[config.mk]
export PLATFORM = sky130hd
export DESIGN_NAME = signed_int_to_decimal_ascii_flat
export DESIGN_NICKNAME = d
export VERILOG_FILES = /design/src/hdl/sitda_pkg.sv /design/src/hdl/sitda_channels.sv /design/src/hdl/sitda_datapath.sv /design/src/hdl/signed_int_to_decimal_ascii.sv /design/src/flat_wrapper.sv
export SDC_FILE = /design/constraint.sdc
export NUM_CORES = 1
export LEC_CHECK = 0
export ABC_AREA = 1
export BUFFER_PORTS_ARGS = -buffer_cell sky130_fd_sc_hd__buf_4
export CAP_MARGIN = 40
export CELL_PAD_IN_SITES_DETAIL_PLACEMENT = 0
export CELL_PAD_IN_SITES_GLOBAL_PLACEMENT = 1
export CORE_MARGIN = 3
export CORE_UTILIZATION = 45
export CTS_BUF_LIST = sky130_fd_sc_hd__clkbuf_8
export CTS_CLUSTER_DIAMETER = 50
export DETAILED_ROUTE_END_ITERATION = 7
export PLACE_DENSITY_LB_ADDON = 0.08
export SETUP_SLACK_MARGIN = 0.15
export SYNTH_ARGS = -nofsm -noshare
export SYNTH_HDL_FRONTEND = slang
export SYNTH_SLANG_ARGS = --single-unit
[constraint.sdc]
create_clock -name clock -period 5.83 [get_ports clock]
set_clock_uncertainty 0.2 [all_clocks]
set_input_delay 1.166 -clock clock [delete_from_list [all_inputs] [get_ports clock]]
set_output_delay 1.166 -clock clock [all_outputs]
set_load 0.05 [all_outputs]
[src/hdl/sitda_pkg.sv]
// Shared constants, types and microcode table for the decimal ASCII converter.
package sitda_pkg;

   // Converted width; must not exceed the width of the value field.
   localparam int DATA_WIDTH  = 32;
   localparam int VALUE_WIDTH = 32;
   localparam int CHAR_WIDTH  = 6;

   // Decimal digits needed for the largest magnitude, 2**(DATA_WIDTH-1).
   function automatic int decimal_digits(int width);
      longint unsigned mag;
      int              n;
      mag = longint'(64'd1 << (width - 1));
      n   = 0;
      do begin
         mag = mag / 10;
         n++;
      end while (mag != 0);
      return n;
   endfunction

   localparam int NUM_DIGITS   = decimal_digits(DATA_WIDTH);
   localparam int BCD_WIDTH    = 4 * NUM_DIGITS;
   localparam int BITCNT_WIDTH = $clog2(DATA_WIDTH + 1);
   localparam int DIGCNT_WIDTH = $clog2(NUM_DIGITS + 1);

   typedef logic [CHAR_WIDTH-1:0] char_type;

   localparam char_type CHAR_MINUS = char_type'(45);
   localparam char_type CHAR_ZERO  = char_type'(48);
   localparam char_type CHAR_NINE  = char_type'(57);

   // Datapath operations, one per microcode step.
   typedef enum logic [5:0] {
      OP_NOP   = 6'b000001,
      OP_LOAD  = 6'b000010,
      OP_SHIFT = 6'b000100,
      OP_SIGN  = 6'b001000,
      OP_TRIM  = 6'b010000,
      OP_EMIT  = 6'b100000
   } op_type;

   // Sequencing: next step, stay while datapath reports more, or jump.
   typedef enum logic [1:0] {
      COND_STEP  = 2'd0,
      COND_UNTIL = 2'd1,
      COND_JUMP  = 2'd2
   } cond_type;

   localparam int PC_WIDTH = 3;
   typedef logic [PC_WIDTH-1:0] pc_type;

   localparam pc_type PC_LOAD  = pc_type'(0);
   localparam pc_type PC_SHIFT = pc_type'(1);
   localparam pc_type PC_SIGN  = pc_type'(2);
   localparam pc_type PC_TRIM  = pc_type'(3);
   localparam pc_type PC_EMIT  = pc_type'(4);

   typedef struct packed {
      op_type   op;
      cond_type cond;
      pc_type   target;
   } uword_type;

   // Datapath feedback to the sequencer.
   typedef struct packed {
      logic hold;   // step cannot complete this cycle
      logic more;   // loop condition of the current step
   } status_type;

   function automatic uword_type microcode(pc_type pc);
      uword_type w;
      unique case (pc)
         PC_LOAD:  w = '{op: OP_LOAD,  cond: COND_STEP,  target: PC_SHIFT};
         PC_SHIFT: w = '{op: OP_SHIFT, cond: COND_UNTIL, target: PC_SIGN};
         PC_SIGN:  w = '{op: OP_SIGN,  cond: COND_STEP,  target: PC_TRIM};
         PC_TRIM:  w = '{op: OP_TRIM,  cond: COND_UNTIL, target: PC_EMIT};
         PC_EMIT:  w = '{op: OP_EMIT,  cond: COND_UNTIL, target: PC_LOAD};
         default:  w = '{op: OP_NOP,   cond: COND_JUMP,  target: PC_LOAD};
      endcase
      return w;
   endfunction

endpackage

[src/hdl/sitda_channels.sv]
// Valid/ready channel interfaces for the request and response sides.
interface sitda_req_if
   import sitda_pkg::*;
   ();
   logic                   valid;
   logic                   ready;
   logic [VALUE_WIDTH-1:0] value;

   modport source (output valid, output value, input ready);
   modport sink   (input valid, input value, output ready);
endinterface

interface sitda_rsp_if
   import sitda_pkg::*;
   ();
   logic     valid;
   logic     ready;
   char_type character;
   logic     last;

   modport source (output valid, output character, output last, input ready);
   modport sink   (input valid, input character, input last, output ready);
endinterface

[src/hdl/sitda_datapath.sv]
// Double-dabble datapath and output register driven by the microcode op.
module sitda_datapath
   import sitda_pkg::*;
(
   input  logic           clock,
   input  logic           reset,
   input  op_type         op,
   output status_type     status,
   sitda_req_if.sink      req_chan,
   sitda_rsp_if.source    rsp_chan
);

   logic [DATA_WIDTH-1:0]   bin_ff, bin_in;
   logic [BCD_WIDTH-1:0]    bcd_ff, bcd_in;
   logic                    neg_ff, neg_in;
   logic [BITCNT_WIDTH-1:0] bitcnt_ff, bitcnt_in;
   logic [DIGCNT_WIDTH-1:0] digcnt_ff, digcnt_in;
   logic                    rsp_valid_ff, rsp_valid_in;
   char_type                char_ff, char_in;
   logic                    last_ff, last_in;

   logic [DATA_WIDTH-1:0]   value_w;
   logic [DATA_WIDTH-1:0]   mag_w;
   logic [BCD_WIDTH-1:0]    adj_w;
   logic [3:0]              top_w;
   logic                    out_free_w;

   assign value_w    = req_chan.value[DATA_WIDTH-1:0];
   assign mag_w      = value_w[DATA_WIDTH-1] ? (~value_w + DATA_WIDTH'(1)) : value_w;
   assign top_w      = bcd_ff[BCD_WIDTH-1 -: 4];
   assign out_free_w = !rsp_valid_ff || rsp_chan.ready;

   // add-3 correction per digit before each shift
   always_comb begin
      for (int i = 0; i < NUM_DIGITS; i++) begin
         adj_w[4*i +: 4] = (bcd_ff[4*i +: 4] >= 4'd5) ? (bcd_ff[4*i +: 4] + 4'd3)
                                                     : bcd_ff[4*i +: 4];
      end
   end

   always_comb begin
      bin_in       = bin_ff;
      bcd_in       = bcd_ff;
      neg_in       = neg_ff;
      bitcnt_in    = bitcnt_ff;
      digcnt_in    = digcnt_ff;
      rsp_valid_in = rsp_valid_ff && !rsp_chan.ready;
      char_in      = char_ff;
      last_in      = last_ff;
      status       = '{hold: 1'b0, more: 1'b0};

      unique case (op)
         OP_LOAD: begin
            status.hold = !req_chan.valid;
            if (req_chan.valid) begin
               bin_in    = mag_w;
               neg_in    = value_w[DATA_WIDTH-1];
               bcd_in    = '0;
               bitcnt_in = BITCNT_WIDTH'(DATA_WIDTH);
               digcnt_in = DIGCNT_WIDTH'(NUM_DIGITS);
            end
         end
         OP_SHIFT: begin
            bcd_in      = {adj_w[BCD_WIDTH-2:0], bin_ff[DATA_WIDTH-1]};
            bin_in      = {bin_ff[DATA_WIDTH-2:0], 1'b0};
            bitcnt_in   = bitcnt_ff - BITCNT_WIDTH'(1);
            status.more = (bitcnt_ff != BITCNT_WIDTH'(1));
         end
         OP_SIGN: begin
            if (neg_ff) begin
               status.hold = !out_free_w;
               if (out_free_w) begin
                  rsp_valid_in = 1'b1;
                  char_in      = CHAR_MINUS;
                  last_in      = 1'b0;
               end
            end
         end
         OP_TRIM: begin
            // drop leading zero digits, keep at least one
            status.more = (top_w == 4'd0) && (digcnt_ff != DIGCNT_WIDTH'(1));
            if (status.more) begin
               bcd_in    = {bcd_ff[BCD_WIDTH-5:0], 4'd0};
               digcnt_in = digcnt_ff - DIGCNT_WIDTH'(1);
            end
         end
         OP_EMIT: begin
            status.hold = !out_free_w;
            status.more = (digcnt_ff != DIGCNT_WIDTH'(1));
            if (out_free_w) begin
               rsp_valid_in = 1'b1;
               char_in      = CHAR_ZERO + char_type'(top_w);
               last_in      = (digcnt_ff == DIGCNT_WIDTH'(1));
               bcd_in       = {bcd_ff[BCD_WIDTH-5:0], 4'd0};
               digcnt_in    = digcnt_ff - DIGCNT_WIDTH'(1);
            end
         end
         OP_NOP: begin
         end
         default: begin
         end
      endcase
   end

   always_ff @(posedge clock) begin
      if (reset) begin
         rsp_valid_ff <= 1'b0;
      end else begin
         rsp_valid_ff <= rsp_valid_in;
      end
      bin_ff    <= bin_in;
      bcd_ff    <= bcd_in;
      neg_ff    <= neg_in;
      bitcnt_ff <= bitcnt_in;
      digcnt_ff <= digcnt_in;
      char_ff   <= char_in;
      last_ff   <= last_in;
   end

   // no transfer while reset holds the sequencer
   assign req_chan.ready     = (op == OP_LOAD) && !reset;
   assign rsp_chan.valid     = rsp_valid_ff;
   assign rsp_chan.character = char_ff;
   assign rsp_chan.last      = last_ff;

endmodule

[src/hdl/signed_int_to_decimal_ascii.sv]
// Top level: microcoded sequencer around the signed integer to decimal ASCII datapath.
// Order: after the double-dabble loop, the SIGN step registers '-' for negative values; the TRIM step
//   drops leading zero digits, then the EMIT step registers the digits in order, last on the final one.
// A new request is taken only in the load step, after the last digit of the previous item has been
//   registered; output stalls hold the sign and emit steps.
// Reset (synchronous): step counter returns to the load step, response valid clears.
module signed_int_to_decimal_ascii
   import sitda_pkg::*;
(
   input  logic        clock,
   input  logic        reset,
   sitda_req_if.sink   req_chan,
   sitda_rsp_if.source rsp_chan
);

   // Program (see microcode() in the package):
   //   LOAD  - wait for a request transfer, latch magnitude and sign
   //   SHIFT - one double-dabble shift per cycle, DATA_WIDTH times
   //   SIGN  - put '-' in the output register for negative values
   //   TRIM  - shift out leading zero digits, one per cycle, keep at least one
   //   EMIT  - one digit per cycle while the output is free, into the output register, last on the final one
   pc_type     pc_ff, pc_in;
   uword_type  uword;
   status_type status;

   assign uword = microcode(pc_ff);

   // Hold stalls the step; COND_UNTIL repeats the step while the datapath says more.
   always_comb begin
      if (status.hold) begin
         pc_in = pc_ff;
      end else begin
         unique case (uword.cond)
            COND_STEP:  pc_in = pc_ff + pc_type'(1);
            COND_UNTIL: pc_in = status.more ? pc_ff : uword.target;
            COND_JUMP:  pc_in = uword.target;
            default:    pc_in = PC_LOAD;
         endcase
      end
   end

   always_ff @(posedge clock) begin
      if (reset) begin
         pc_ff <= PC_LOAD;
      end else begin
         pc_ff <= pc_in;
      end
   end

   // Datapath holds the shift registers, counters and the response register,
   // so a finished character waits there while the program moves on.
   sitda_datapath u_datapath (
      .clock    (clock),
      .reset    (reset),
      .op       (uword.op),
      .status   (status),
      .req_chan (req_chan),
      .rsp_chan (rsp_chan)
   );

endmodule

[src/flat_wrapper.sv]
// flat-port wrapper written by rule: the top's interface ports become plain ports
module signed_int_to_decimal_ascii_flat import sitda_pkg::*;
  (clock, reset, req_chan_valid, req_chan_value, req_chan_ready, rsp_chan_valid, rsp_chan_character, rsp_chan_last, rsp_chan_ready);
  sitda_req_if req_chan_i ();
  sitda_rsp_if rsp_chan_i ();
  input  logic clock;
  input  logic reset;
  input wire logic [$bits(req_chan_i.valid)-1:0] req_chan_valid;
  input wire logic [$bits(req_chan_i.value)-1:0] req_chan_value;
  output wire logic [$bits(req_chan_i.ready)-1:0] req_chan_ready;
  output wire logic [$bits(rsp_chan_i.valid)-1:0] rsp_chan_valid;
  output wire logic [$bits(rsp_chan_i.character)-1:0] rsp_chan_character;
  output wire logic [$bits(rsp_chan_i.last)-1:0] rsp_chan_last;
  input wire logic [$bits(rsp_chan_i.ready)-1:0] rsp_chan_ready;
  assign req_chan_i.valid = req_chan_valid;
  assign req_chan_i.value = req_chan_value;
  assign req_chan_ready = req_chan_i.ready;
  assign rsp_chan_valid = rsp_chan_i.valid;
  assign rsp_chan_character = rsp_chan_i.character;
  assign rsp_chan_last = rsp_chan_i.last;
  assign rsp_chan_i.ready = rsp_chan_ready;
  signed_int_to_decimal_ascii u_core (.clock(clock), .reset(reset), .req_chan(req_chan_i), .rsp_chan(rsp_chan_i));
endmodule
==> report_table.html <==
<table>
<tr><th>Metric</th><th>Value</th></tr>
<tr><th colspan="2">Clocking</th></tr>
<tr><td>Clock tree root buffer cell</td><td>clkbuf_8</td></tr>
<tr><td>Worst-skew pair later-pin latency</td><td>0.38 ns</td></tr>
<tr><td>TritonCTS clock tree</td><td>yes</td></tr>
<tr><td>Number of buffers inserted by hold repair at cts</td><td>0</td></tr>
<tr><td>CTS max path bufs</td><td>2</td></tr>
<tr><td>Number of cells upsized or downsized after cts</td><td>0</td></tr>
<tr><td>Number of setup buffers added after CTS</td><td>0</td></tr>
<tr><td>Number of clock sinks seen by CTS</td><td>93</td></tr>
<tr><td>Clock-pin slew of the registers on the worst-case setup and hold paths</td><td>0.09 ns</td></tr>
<tr><td>H-tree lvl count</td><td>3</td></tr>
<tr><td>Number of buffers added by the clock tree synthesis step</td><td>9</td></tr>
<tr><th colspan="2">GRT</th></tr>
<tr><td>Remaining Overflow, GRT</td><td>0</td></tr>
<tr><td>Initial antenna violation count</td><td>0</td></tr>
<tr><td>Largest net degree at the start of global routing</td><td>50</td></tr>
<tr><td>GRT Total Usage</td><td>19.0%</td></tr>
<tr><td>First-pass GRT wire length</td><td>22.1 mm</td></tr>
<tr><td>Number of global-route vias before repair</td><td>4768</td></tr>
<tr><th colspan="2">Drt</th></tr>
<tr><td>Via count</td><td>4838</td></tr>
<tr><td>Remaining antenna violation count</td><td>0</td></tr>
<tr><td># DRC</td><td>0</td></tr>
<tr><td>Vias per std cell</td><td>5.09</td></tr>
<tr><td>Routed len/inst</td><td>13.8 um</td></tr>
<tr><td>Initial DRC Count</td><td>370</td></tr>
<tr><td>Final Routed Wirelength</td><td>13.1 mm</td></tr>
<tr><td>DR pass1 iterations</td><td>5</td></tr>
<tr><th colspan="2">STA</th></tr>
<tr><td>Number of pins exceeding their max-slew limit in the final report</td><td>0</td></tr>
<tr><td>Final min period</td><td>3.40 ns</td></tr>
<tr><td>Final hold violation count</td><td>0</td></tr>
<tr><td>Number of endpoints failing setup at the final stage</td><td>0</td></tr>
<tr><td>Smallest hold slack</td><td>0.327 ns</td></tr>
<tr><td>Worst slew pin tran</td><td>0.659 ns</td></tr>
<tr><td>Upper clock frequency limit</td><td>0.294 GHz</td></tr>
<tr><td>Slew Limit Headroom</td><td>55.8%</td></tr>
<tr><td>Final Cycle Share</td><td>58.3%</td></tr>
<tr><td>RSZ-0062 raised after global routing</td><td>false</td></tr>
<tr><td>Sum of negative setup slack</td><td>0 ns</td></tr>
<tr><th colspan="2">Critical path</th></tr>
<tr><td>Worst stage delay on the critical path</td><td>0.42 ns</td></tr>
<tr><td>Critical path peak fanout</td><td>6</td></tr>
<tr><td>Crit Reg-Reg Startpoint</td><td>u_core.pc_ff[0]</td></tr>
<tr><td>Critical Path, Cell by Cell</td><td>inv_1 -&gt; ha_1 -&gt; o21ai_0 -&gt; nand3_1 -&gt; nor2_1 -&gt; buf_4</td></tr>
<tr><td>CP max-delay cell</td><td>dfxtp_1</td></tr>
<tr><td>Arrival time of data at the critical path endpoint</td><td>2.03 ns</td></tr>
<tr><td>Setup crit start kind</td><td>register</td></tr>
<tr><td>Length in cells of the worst reg-to-reg path</td><td>13</td></tr>
<tr><td>Setup crit end kind</td><td>output pin</td></tr>
<tr><td>Critical path required time</td><td>4.46 ns</td></tr>
<tr><td>CP delay by family, top</td><td>flip-flops</td></tr>
<tr><td>Class of the most critical setup path</td><td>register to output pin</td></tr>
<tr><td>Buffers &amp; Inverters on Critical Path</td><td>2</td></tr>
<tr><td>Worst setup path startpoint</td><td>u_core.pc_ff[0]</td></tr>
<tr><td>Critical path depth in cells</td><td>6</td></tr>
<tr><th colspan="2">Layout</th></tr>
<tr><td>Area Overhead vs Synth</td><td>11.8%</td></tr>
<tr><td>Flip-flop and latch area</td><td>2750 sq um</td></tr>
<tr><td>Fraction of final layout cells with drive strength greater than 1</td><td>9.38%</td></tr>
<tr><td>ANT cells</td><td>0</td></tr>
<tr><td>Nets</td><td>840</td></tr>
<tr><td>Util after Layout</td><td>52.0%</td></tr>
<tr><td>Area of the multi-input gates</td><td>2710 sq um</td></tr>
<tr><td>Summed area of non-filler cells in the final layout</td><td>6620 sq um</td></tr>
<tr><td>Layout filler cell count</td><td>1270</td></tr>
<tr><th colspan="2">Floorplan</th></tr>
<tr><td>Total Die Area</td><td>14600 sq um</td></tr>
<tr><td>Horizontal die dimension</td><td>121 um</td></tr>
<tr><td>Number of rows created at floorplan</td><td>41</td></tr>
<tr><td>Starting utilization of the core area</td><td>46.6%</td></tr>
<tr><td>Core Area</td><td>12700 sq um</td></tr>
<tr><td>Top-level I/O count</td><td>45</td></tr>
<tr><td>Die boundary height</td><td>121 um</td></tr>
<tr><th colspan="2">Run status</th></tr>
<tr><td>Status</td><td>finished clean</td></tr>
<tr><th colspan="2">Run</th></tr>
<tr><td>Number of maximum-capacitance constraint violations</td><td>0</td></tr>
<tr><th colspan="2">Pwr</th></tr>
<tr><td>Worst-case vdd ir drop</td><td>0.225 mV</td></tr>
<tr><td>Static power due to leakage</td><td>2.79 nW</td></tr>
<tr><td>Power density cells</td><td>442 nW/um^2</td></tr>
<tr><td>Design Power</td><td>2.93 mW</td></tr>
<tr><th colspan="2">Placement</th></tr>
<tr><td>Buffers added on ports</td><td>43</td></tr>
<tr><td>Global placer's final weighted congestion</td><td>0.845</td></tr>
<tr><td>Cell area after placement</td><td>6430 sq um</td></tr>
<tr><td>Detailed Place HPWL</td><td>9.46 mm</td></tr>
<tr><th colspan="2">Yosys</th></tr>
<tr><td>Number of warnings reported in the yosys synthesis log</td><td>0</td></tr>
<tr><td>Seq cells post-synth</td><td>93</td></tr>
<tr><td>Post-synthesis instance area</td><td>5920 sq um</td></tr>
<tr><td>Distinct cells, synth</td><td>36</td></tr>
<tr><td>Number of cells produced by synthesis</td><td>735</td></tr>
<tr><td>Average cell area after synthesis</td><td>8.06 sq um</td></tr>
<tr><td>Synthesized net count</td><td>802</td></tr>
<tr><td>Sequential area share after synthesis</td><td>46.5%</td></tr>
<tr><th colspan="2">Worst hold path</th></tr>
<tr><td>Worst hold path cell count</td><td>2</td></tr>
<tr><td>Path class of the lowest-slack min-delay path</td><td>register to register</td></tr>
<tr><td>Hold path start</td><td>u_core.u_datapath.bin_ff[10]</td></tr>
</table>
==> worst register-to-register path, delay by kind of cell, from the launching register on <==
family	cells	cell delay, ns
adders and majority gates	2	0.46
buffers and inverters	2	0.62
DFF	1	0.36
and+or+nand+nor	9	1.19
==> flip-flops by register name (all words and copies together) (netlist names) <==
name	cells
u_core.u_datapath.neg_ff	1
u_core.u_datapath.rsp_chan.character	5
u_core.u_datapath.bitcnt_ff	6
u_core.u_datapath.digcnt_ff	4
u_core.u_datapath.rsp_chan.valid	1
u_core.u_datapath.bin_ff	32
u_core.u_datapath.bcd_ff	40
u_core.u_datapath.rsp_chan.last	1
u_core.pc_ff	3
==> power by group <==
part | internal, mW | switching, mW
Clock | 0.206 | 0.232
Combinational | 0.375 | 0.846
Sequential | 1.12 | 0.145
==> Yosys cell counts, drive strengths merged <==
cell	instances	area, sq um
or2	5	31.3
a21o	1	7.51
o221ai	1	8.76
and3	1	6.26
dfxtp	4	80.1
o31ai	1	7.51
o211ai	2	15.0
a31oi	4	25.0
nor2	122	458
o32ai	12	105
o2111ai	1	8.76
a21oi	18	90.1
o21ai	68	340
edfxtp	89	2670
xor2	17	149
nand3b	1	7.51
inv	96	360
buf	12	68.8
nand4	7	43.8
ha	31	388
o22ai	12	75.1
nand3	44	220
conb	1	3.75
a211oi	3	27.5
xnor2	4	35.0
nor3	6	41.3
nand2	162	608
clkbuf	9	35.0
clkinv	1	3.75
==> final cells by class <==
type / instances / area share [%]
clock inverter: 6 / 0.850
timing repair buffer: 48 / 5.82
tap: 172 / 3.25
clock buffer: 10 / 2.08
inverter: 97 / 5.50
multi-input combinational: 524 / 40.9
sequential: 93 / 41.6
==> worst paths after layout <==
| path | end | slack, ns |
|---|---|---|
| hold reg to reg | u_core.u_datapath.bin_ff[11] | 0.33 |
| setup / recovery | req_chan_ready | 2.43 |
| setup reg to reg | u_core.pc_ff[1] | 2.91 |
| hold / removal | u_core.u_datapath.bin_ff[11] | 0.33 |
==> kinds of logic (layout without fill, tap and decap cells) <==
group,after synthesis,in the layout,share of synthesized area (%)
AO/OA/AOI/OAI,123,123,12.0
XOR/XNOR,21,21,3.11
adder cells (fa/ha/maj),31,31,6.55
buffers and inverters,118,161,7.90
flip-flops,93,93,46.5
other,1,1,0.0633
AND/OR/NAND/NOR,348,348,23.9
==> metrics by stage <==
stage | setup slack, ns | cells
final | 2.43 | 950
after global placement | 2.87 | 932
after CTS | 2.39 | 950
after global routing | 2.19 | 950
after floorplan | 1.00 | 735
after detailed placement | 2.84 | 934
==> layer usage <==
layer  vias to the layer above  GRT usage [%]  part of all wire (%)
met5                         -              0                     0
met2                        66           33.4                    49
met3                        14           2.99                   3.0
li1                       2522              -                     -
met4                         0           6.94                   1.7
met1                      2236           23.7                    46
==> cell usage in the layout (no fill, tap or decap), types with 5 or more instances in the layout <==
master and instances:
edfxtp_1 89, o21ai_0 65, buf_4 46, xor2_1 17
nor2_1 121, a21oi_1 18, inv_1 96, or2_2 5
nand4_1 7, o22ai_1 12, nand2_1 162, ha_1 31
nand3_1 44, o32ai_1 12, clkbuf_8 10
(Power assumes the default switching activity.)
